## config.mk

```make
export PLATFORM = sky130hd
export DESIGN_NAME = tspra_ctrl
export DESIGN_NICKNAME = d
export VERILOG_FILES = /design/src/hw/rtl/tspra_pkg.sv /design/src/hw/rtl/tspra_ctrl.sv
export SDC_FILE = /design/constraint.sdc
export NUM_CORES = 1
export LEC_CHECK = 0
export ABC_AREA = 1
export BUFFER_PORTS_ARGS = -buffer_cell sky130_fd_sc_hd__buf_2
export CAP_MARGIN = 20
export CORE_MARGIN = 3
export CORE_UTILIZATION = 58
export CTS_BUF_LIST = sky130_fd_sc_hd__clkbuf_8
export DETAILED_ROUTE_END_ITERATION = 10
export PLACE_DENSITY = 0.91
export SLEW_MARGIN = 20
export SYNTH_ARGS = -nofsm -noshare
export SYNTH_HDL_FRONTEND = slang
export SYNTH_SLANG_ARGS = --single-unit
```

## constraint.sdc

```tcl
create_clock -name clk -period 4.4 [get_ports clk]
set_clock_uncertainty 0.05 [all_clocks]
set_input_delay 0.22 -clock clk [delete_from_list [all_inputs] [get_ports clk]]
set_output_delay 0.22 -clock clk [all_outputs]
set_load 0.05 [all_outputs]
```

## src/hw/rtl/tspra_pkg.sv

```systemverilog
// Shared types, constants and command/status structures of the PID remap allocator.
`default_nettype none

package tspra_pkg;

  localparam int PID_W       = 13;
  localparam int PID_SPACE   = 8192;
  localparam int ENTRY_W     = 16;
  localparam int DEF_CHANNELS = 4;

  localparam logic [PID_W-1:0] PID_LIMIT  = 13'd8191;
  localparam logic [PID_W-1:0] PID_MAX    = 13'd8191;
  localparam logic [PID_W-1:0] FIRST_FREE = 13'h020;
  localparam logic [PID_W-1:0] SCAN_LAST  = 13'd8190;

  // Entry layout: output PID in the low bits, then the three marks.
  localparam int BIT_INPUT = 13;
  localparam int BIT_SEL   = 14;
  localparam int BIT_NEW   = 15;

  typedef enum logic [2:0] {
    ACT_CLEAR = 3'd0,
    ACT_LOAD  = 3'd1,
    ACT_SET   = 3'd2,
    ACT_GETD  = 3'd3,
    ACT_GETP  = 3'd4,
    ACT_CHECK = 3'd5
  } action_t;

  typedef enum logic [2:0] {
    SW_NONE = 3'd0,
    SW_MCLR = 3'd1,
    SW_CHK  = 3'd2,
    SW_BCLR = 3'd3,
    SW_MARK = 3'd4,
    SW_SCAN = 3'd5
  } sweep_t;

  typedef enum logic [2:0] {
    RES_ZERO    = 3'd0,
    RES_ENTRY   = 3'd1,
    RES_IPID    = 3'd2,
    RES_FREE    = 3'd3,
    RES_USE_OWN = 3'd4,
    RES_USE_CHK = 3'd5
  } res_sel_t;

  typedef struct packed {
    logic     take;
    logic     rd_entry;
    logic     wr_entry;
    logic     sweep_start;
    sweep_t   sweep;
    logic     res_load;
    res_sel_t res_sel;
    logic     out_load;
  } cmd_t;

  typedef struct packed {
    logic [2:0] act;
    logic       ch_ok;
    logic       ent_sel;
    logic       ent_match;
    logic       sweep_done;
    logic       found;
    logic       hit;
    logic       out_free;
  } sts_t;

endpackage

`default_nettype wire

```

## src/hw/rtl/tspra_ctrl.sv

```systemverilog
// Controller state machine: sequences table reads, writes and the sweeps of each action.
`default_nettype none

module tspra_ctrl (
  input  wire logic            clk,
  input  wire logic            rst,
  input  wire logic            in_valid,
  output logic                 in_ready,
  output tspra_pkg::cmd_t      cmd,
  input  wire tspra_pkg::sts_t sts
);
  import tspra_pkg::*;

  typedef enum logic [10:0] {
    S_RST  = 11'b000_0000_0001,
    S_INIT = 11'b000_0000_0010,
    S_IDLE = 11'b000_0000_0100,
    S_READ = 11'b000_0000_1000,
    S_DEC  = 11'b000_0001_0000,
    S_CLR  = 11'b000_0010_0000,
    S_CHK  = 11'b000_0100_0000,
    S_BCLR = 11'b000_1000_0000,
    S_MARK = 11'b001_0000_0000,
    S_SCAN = 11'b010_0000_0000,
    S_FIN  = 11'b100_0000_0000
  } state_t;

  state_t state;
  state_t state_next;

  assign in_ready = (state == S_IDLE);

  always_ff @(posedge clk) begin
    if (rst) begin
      state <= S_RST;
    end else begin
      state <= state_next;
    end
  end

  // Next state and commands.
  always_comb begin
    state_next = state;
    cmd        = '0;
    case (state)
      S_RST: begin
        cmd.sweep_start = 1'b1;
        cmd.sweep       = SW_MCLR;
        state_next      = S_INIT;
      end
      S_INIT: begin
        if (sts.sweep_done) begin
          state_next = S_IDLE;
        end
      end
      S_IDLE: begin
        if (in_valid) begin
          cmd.take   = 1'b1;
          state_next = S_READ;
        end
      end
      S_READ: begin
        cmd.rd_entry = 1'b1;
        state_next   = S_DEC;
      end
      S_DEC: begin
        if (!sts.ch_ok) begin
          cmd.res_load = 1'b1;
          cmd.res_sel  = RES_ZERO;
          state_next   = S_FIN;
        end else begin
          case (sts.act)
            ACT_CLEAR: begin
              cmd.sweep_start = 1'b1;
              cmd.sweep       = SW_MCLR;
              state_next      = S_CLR;
            end
            ACT_LOAD, ACT_SET: begin
              cmd.wr_entry = 1'b1;
              cmd.res_load = 1'b1;
              cmd.res_sel  = RES_ZERO;
              state_next   = S_FIN;
            end
            ACT_GETD: begin
              if (sts.ent_sel) begin
                cmd.res_load = 1'b1;
                cmd.res_sel  = RES_ENTRY;
                state_next   = S_FIN;
              end else begin
                cmd.sweep_start = 1'b1;
                cmd.sweep       = SW_CHK;
                state_next      = S_CHK;
              end
            end
            ACT_GETP: begin
              cmd.sweep_start = 1'b1;
              if (sts.ent_sel) begin
                cmd.sweep  = SW_BCLR;
                state_next = S_BCLR;
              end else begin
                cmd.sweep  = SW_CHK;
                state_next = S_CHK;
              end
            end
            ACT_CHECK: begin
              if (sts.ent_sel && sts.ent_match) begin
                cmd.res_load = 1'b1;
                cmd.res_sel  = RES_USE_OWN;
                state_next   = S_FIN;
              end else begin
                cmd.sweep_start = 1'b1;
                cmd.sweep       = SW_CHK;
                state_next      = S_CHK;
              end
            end
            default: begin
              cmd.res_load = 1'b1;
              cmd.res_sel  = RES_ZERO;
              state_next   = S_FIN;
            end
          endcase
        end
      end
      S_CLR: begin
        if (sts.sweep_done) begin
          cmd.res_load = 1'b1;
          cmd.res_sel  = RES_ZERO;
          state_next   = S_FIN;
        end
      end
      S_CHK: begin
        if (sts.sweep_done) begin
          if (sts.act == ACT_CHECK) begin
            cmd.res_load = 1'b1;
            cmd.res_sel  = RES_USE_CHK;
            state_next   = S_FIN;
          end else if (!sts.hit) begin
            cmd.res_load = 1'b1;
            cmd.res_sel  = RES_IPID;
            state_next   = S_FIN;
          end else begin
            cmd.sweep_start = 1'b1;
            cmd.sweep       = SW_BCLR;
            state_next      = S_BCLR;
          end
        end
      end
      S_BCLR: begin
        if (sts.sweep_done) begin
          cmd.sweep_start = 1'b1;
          cmd.sweep       = SW_MARK;
          state_next      = S_MARK;
        end
      end
      S_MARK: begin
        if (sts.sweep_done) begin
          cmd.sweep_start = 1'b1;
          cmd.sweep       = SW_SCAN;
          state_next      = S_SCAN;
        end
      end
      S_SCAN: begin
        if (sts.found || sts.sweep_done) begin
          cmd.res_load = 1'b1;
          cmd.res_sel  = RES_FREE;
          state_next   = S_FIN;
        end
      end
      S_FIN: begin
        if (sts.out_free) begin
          cmd.out_load = 1'b1;
          state_next   = S_IDLE;
        end
      end
      default: begin
        state_next = S_RST;
      end
    endcase
  end

endmodule

`default_nettype wire

```

## Yosys cells after proc, flatten, opt, wreduce, memory -nomap -nowiden

Cells that the tools add are included.

- Logic and storage cells: 74
- Input bits: 13
- Memories kept: 0
- Memory bits (read-only): 0
- Latch bits: 0
- RAM bits: 0
- Flip-flop bits (word level): 11

- Multipliers: 0
- Eq/ne operators: 24
- Bitwise gates (word level): 0
- Shift operators: 0
- Div/mod/pow operators: 0
- Reduce and logical (&&, ||, !) cells: 6
- $add $sub $neg: 0
- Order comparisons: 0
- Muxes and demuxes: 43

Operators with widths:

| operator | count |
|---|---|
| $mux W11 | 13 |
| $pmux W11 S11 | 1 |
| $mux W4 | 13 |
| $pmux W11 S4 | 1 |
| $pmux W4 S4 | 2 |
| $pmux W4 S5 | 1 |
| $mux W8 | 2 |
| $ne A2 B2 Y1 const B | 8 |
| $pmux W4 S3 | 1 |
| $eq A11 B1 Y1 const B | 1 |
| $eq A11 B10 Y1 const B | 1 |
| $eq A11 B11 Y1 const B | 1 |
| $eq A11 B2 Y1 const B | 1 |
| $eq A11 B3 Y1 const B | 1 |
| $eq A11 B4 Y1 const B | 1 |
| $eq A11 B5 Y1 const B | 1 |
| $eq A11 B6 Y1 const B | 1 |
| $eq A11 B7 Y1 const B | 1 |
| $eq A11 B8 Y1 const B | 1 |
| $eq A11 B9 Y1 const B | 1 |
| $mux W1 | 8 |
| $reduce_and A8 Y1 | 1 |
| $eq A3 B2 Y1 const B | 2 |
| $eq A3 B3 Y1 const B | 2 |
| 6 further kinds | 7 |

## Logic depth before layout (Yosys ltp)

- Depth in word-level cells: 5
- Depth in mapped cells: 11
- Mapped depth without buffers: 10

## Worst setup path after synthesis

No wires, ideal clock.

- Kind: register to output
- Start point: reg state[2]
- End point: out cmd[1] (netlist bit)
- Path buffers: 0
- Path slack: 1.460 ns
- Arrival: 2.670 ns
- Required time: 4.130 ns
- Cell stages (with the launch flop): 6
- Path through: dfxtp_1 -> nor2_2 -> nand2_2 -> nor2_4 -> nand3_1 -> o311ai_0

RTL lines:

| what | RTL line | source |
|---|---|---|
| start, declared | tspra_ctrl.sv:28 | `state_t state;` |
| start signal, assigned | tspra_ctrl.sv:37 | `state <= state_next;` |
| end, declared | tspra_ctrl.sv:9 | `output tspra_pkg::cmd_t cmd,` |

==> flow_summary_export.csv <==
group,metric,value,unit
sta,relSlewSlack,66.03,%
drt,routed_wl,2.622,mm
sta,setup_viol,0,
final_layout,stdcell_area,0.001154,mm2
clock_network,cts_resized,0,
setup_path,cp.required,4.13,ns
setup_path,cpMaxStageDelayCell,"dfxtp_1",
synth,synth_fa_ha_area_share,0,%
synth,ys.flop_type,"dfxtp_1",
clock_network,clkTransAtPathRegs,0.05,ns
synth,synth_xor_xnor_area_share,0,%
final_layout,final_nets,215,
drt,drc_errors,0,
setup_path,critical_path_class,"flop to output pin",
floorplanning,initial_core_util,63.15,%
grt,grt_use_met3,7.280,%
setup_path,critPathLaunchType,"flop",
synth,synthTopCellsByCount,"37 x nand2_1, 36 x nor2_1, 29 x inv_1, 16 x nand3_1, 11 x dfxtp_1",
clock_network,post-cts-setup-buffer-count,0,
job,max-cap-violations,0,
grt,grt-ovfl-total,0,
setup_path,path_cells,"nor2_2 -> nand2_2 -> nor2_4 -> nand3_1 -> inv_1 -> nand2_1 -> nor2_1 -> nor2_1 -> o21ai_0 -> buf_2",
sta,fin_setup_tns,0,ns
clock_network,htree_num_levels,1,
synth,syn_inst,173,
clock_network,cts_tree,"built",
synth,synth_nets,186,
floorplanning,core_area,0.001541,mm2
synth,synth_area,973.4,um2
synth,yosysMostFrequentCell,"nand2_1",
drt,dr_total_vias,1196,
drt,ant_nets,0,
grt,grt_busiest_layer,"met2",
setup_path,worstPathMaxFanout,6,
floorplanning,dieArea,0.002206,mm2
grt,grt_pass1_vias,1100,
clock_network,hold_buffers,0,
placement,hpwl,2.149,mm
setup_path,rr_worst_depth,10,
min_path,hold_depth,4,
sta,finalHoldViolations,0,
final_layout,reg.largest.list,"state: 11 flops",
drt,firstDrtPassIters,6,
final_layout,area_growth,18.51,%
power,p_total,513.0,uW
sta,max_clock_freq,443.0,MHz
floorplanning,fp.dieW,46.97,um
power,leakagePower,0.6848,nW
clock_network,cts_buffer_depth,2,
sta,maxSlewViolCount,0,
grt,use_met1,26.83,%
sta,finalCritPeriodShare,51.30,%
clock_network,clk-insertion-delay-late,0.24,ns
placement,gp_congestion,0.8412,
sta,holdWs,0.2373,ns
drt,drtIter0Drc,25,
clock_network,root_buffer,"clkbuf_8",
synth,avgSynthCellArea,5.627,um2
setup_path,endpoint_kind,"output pin",
synth,muxShareOfSynthArea,0,%
min_path,hold_path_class,"input port to flop",
setup_path,worstPathArrival,1.99,ns
floorplanning,chipHeight,46.97,um
synth,ys_seq_area_share,22.62,%
final_layout,final_core_util,74.84,%
synth,synth_cell_type_count,24,
floorplanning,num_rows,14,
grt,grt_pass1_wl,4.250,mm
synth,synth_edf_count,0,
synth,async_flop_share,0,%
synth,synth.largest_area_cell,"dfxtp_1",
power,ir_drop,435.5,uV
final_layout,diodes,0,
placement,placed_cell_area,0.001107,mm2
synth,synthSimpleGateAreaFrac,53.08,%
clock_network,cts_buffers,3,
floorplanning,io_pins,26,
sta,worst_slew_pin_slew,0.5056,ns
synth,synth_seq_cells,11,
grt,grt_antenna_before_repair,0,
sta,rsz0062_at_grt,"no",
synth,synth-compound-area-share,11.18,%
grt,groute.usage.overall,26.96,%
grt,grt_max_degree,12,
drt,viasPerCell,5.512,
setup_path,rrSetupSlack,2.68,ns
final_layout,regMostFlops,"state",
power,power.density,444.7,mW/mm2
final_layout,largest_reg_flops,11,
synth,synth_top_area_share,22.62,%
synth,yosys-top-cells-area,"dfxtp_1 23%, nand2_1 14%, nor2_1 14%",
final_layout,drive_above_1_share,22.89,%
sta,layout_min_cycle_time,2.257,ns
setup_path,slowest_delay,0.34,ns
synth,yosysWarningCount,0,
final_layout,final.fill_count,136,
clock_network,cts_num_sinks,11,
run_status,status,"completed",
placement,port_buffers,25,
synth,synth_top_family_by_area,"simple AND/OR/NAND/NOR gates",
grt,grt_use_met2,51.49,%
setup_path,cp_common_cell,"nor2_1",
drt,wl_per_cell,12.08,um
==> per-stage QoR <==
step,std cells,setup WS (ns)
after floorplan,173,1.460
after global placement,213,2.503
after detailed placement,213,2.439
after CTS,217,2.162
after global routing,217,1.960
final,217,2.143
==> worst paths after layout <==
check | startpoint | end
setup reg to reg | state[0]$_SDFFE_PP1P_ | state[1]$_SDFFE_PP0P_
hold reg to reg | state[2]$_SDFFE_PP0P_ | state[2]$_SDFFE_PP0P_
hold / removal | sts[2] | state[9]$_SDFFE_PP0P_
setup / recovery | state[0]$_SDFFE_PP1P_ | cmd[5]
==> cell families (layout without fill, tap and decap cells) <==
| family | after synthesis | count (layout) |
|---|---|---|
| flip-flops | 11 | 11 |
| AO/OA/AOI/OAI | 16 | 16 |
| buffers and inverters | 32 | 60 |
| AND/OR/NAND/NOR | 114 | 114 |
==> power by group <==
part | total [mW] | internal [mW] | switching, mW
clock network | 0.104 | 0.0625 | 0.0416
logic | 0.282 | 0.0800 | 0.202
registers | 0.128 | 0.114 | 0.0130
total | 0.513 | 0.257 | 0.256
==> layout by cell type (no fill, tap or decap) <==
| master | count |
|---|---|
| buf_2 | 25 |
| nor2_1 | 36 |
| dfxtp_1 | 11 |
| o21ai_1 | 2 |
| clkinv_1 | 1 |
| nand3_1 | 16 |
| o41ai_1 | 1 |
| o211ai_1 | 2 |
| nand3b_1 | 1 |
| o21ai_0 | 4 |
| nand4_1 | 2 |
| or2_1 | 1 |
| nor2_4 | 2 |
| o21bai_1 | 1 |
| clkbuf_8 | 3 |
| o311ai_0 | 1 |
| nor2_2 | 5 |
| inv_2 | 1 |
| clkinv_2 | 1 |
| inv_1 | 29 |
| nor3b_1 | 1 |
| o21bai_4 | 1 |
| nor3_1 | 5 |
| nand2_2 | 8 |
| a21oi_1 | 4 |
| nand2_1 | 37 |
==> metal layers <==
layer  share of wire, %  vias up
met3                6.7       10
met2                 54       54
met1                 38      528
li1                   -      604
met5                  0        -
met4                1.9        0
==> cell type report <==
class                           count  area (um2)  share of cell area, %
Clock buffer                        3       41.29                  3.579
Tap cell                           16       20.02                  1.735
Inverter                           31       116.4                  10.09
Multi-Input combinational cell    130       625.6                  54.23
Clock inverter                      1       5.005                 0.4338
Timing Repair Buffer               25       125.1                  10.85
Sequential cell                    11       220.2                  19.09
==> worst max-delay path: cells and delay by family, from the launching register on <==
| family | cells | cell delay (ns) |
|---|---|---|
| AO/OA/AOI/OAI | 1 | 0.08 |
| flip-flops | 1 | 0.34 |
| buffers and inverters | 2 | 0.39 |
| AND/OR/NAND/NOR | 7 | 0.93 |
No activity file was read; power rests on OpenSTA's default activity.
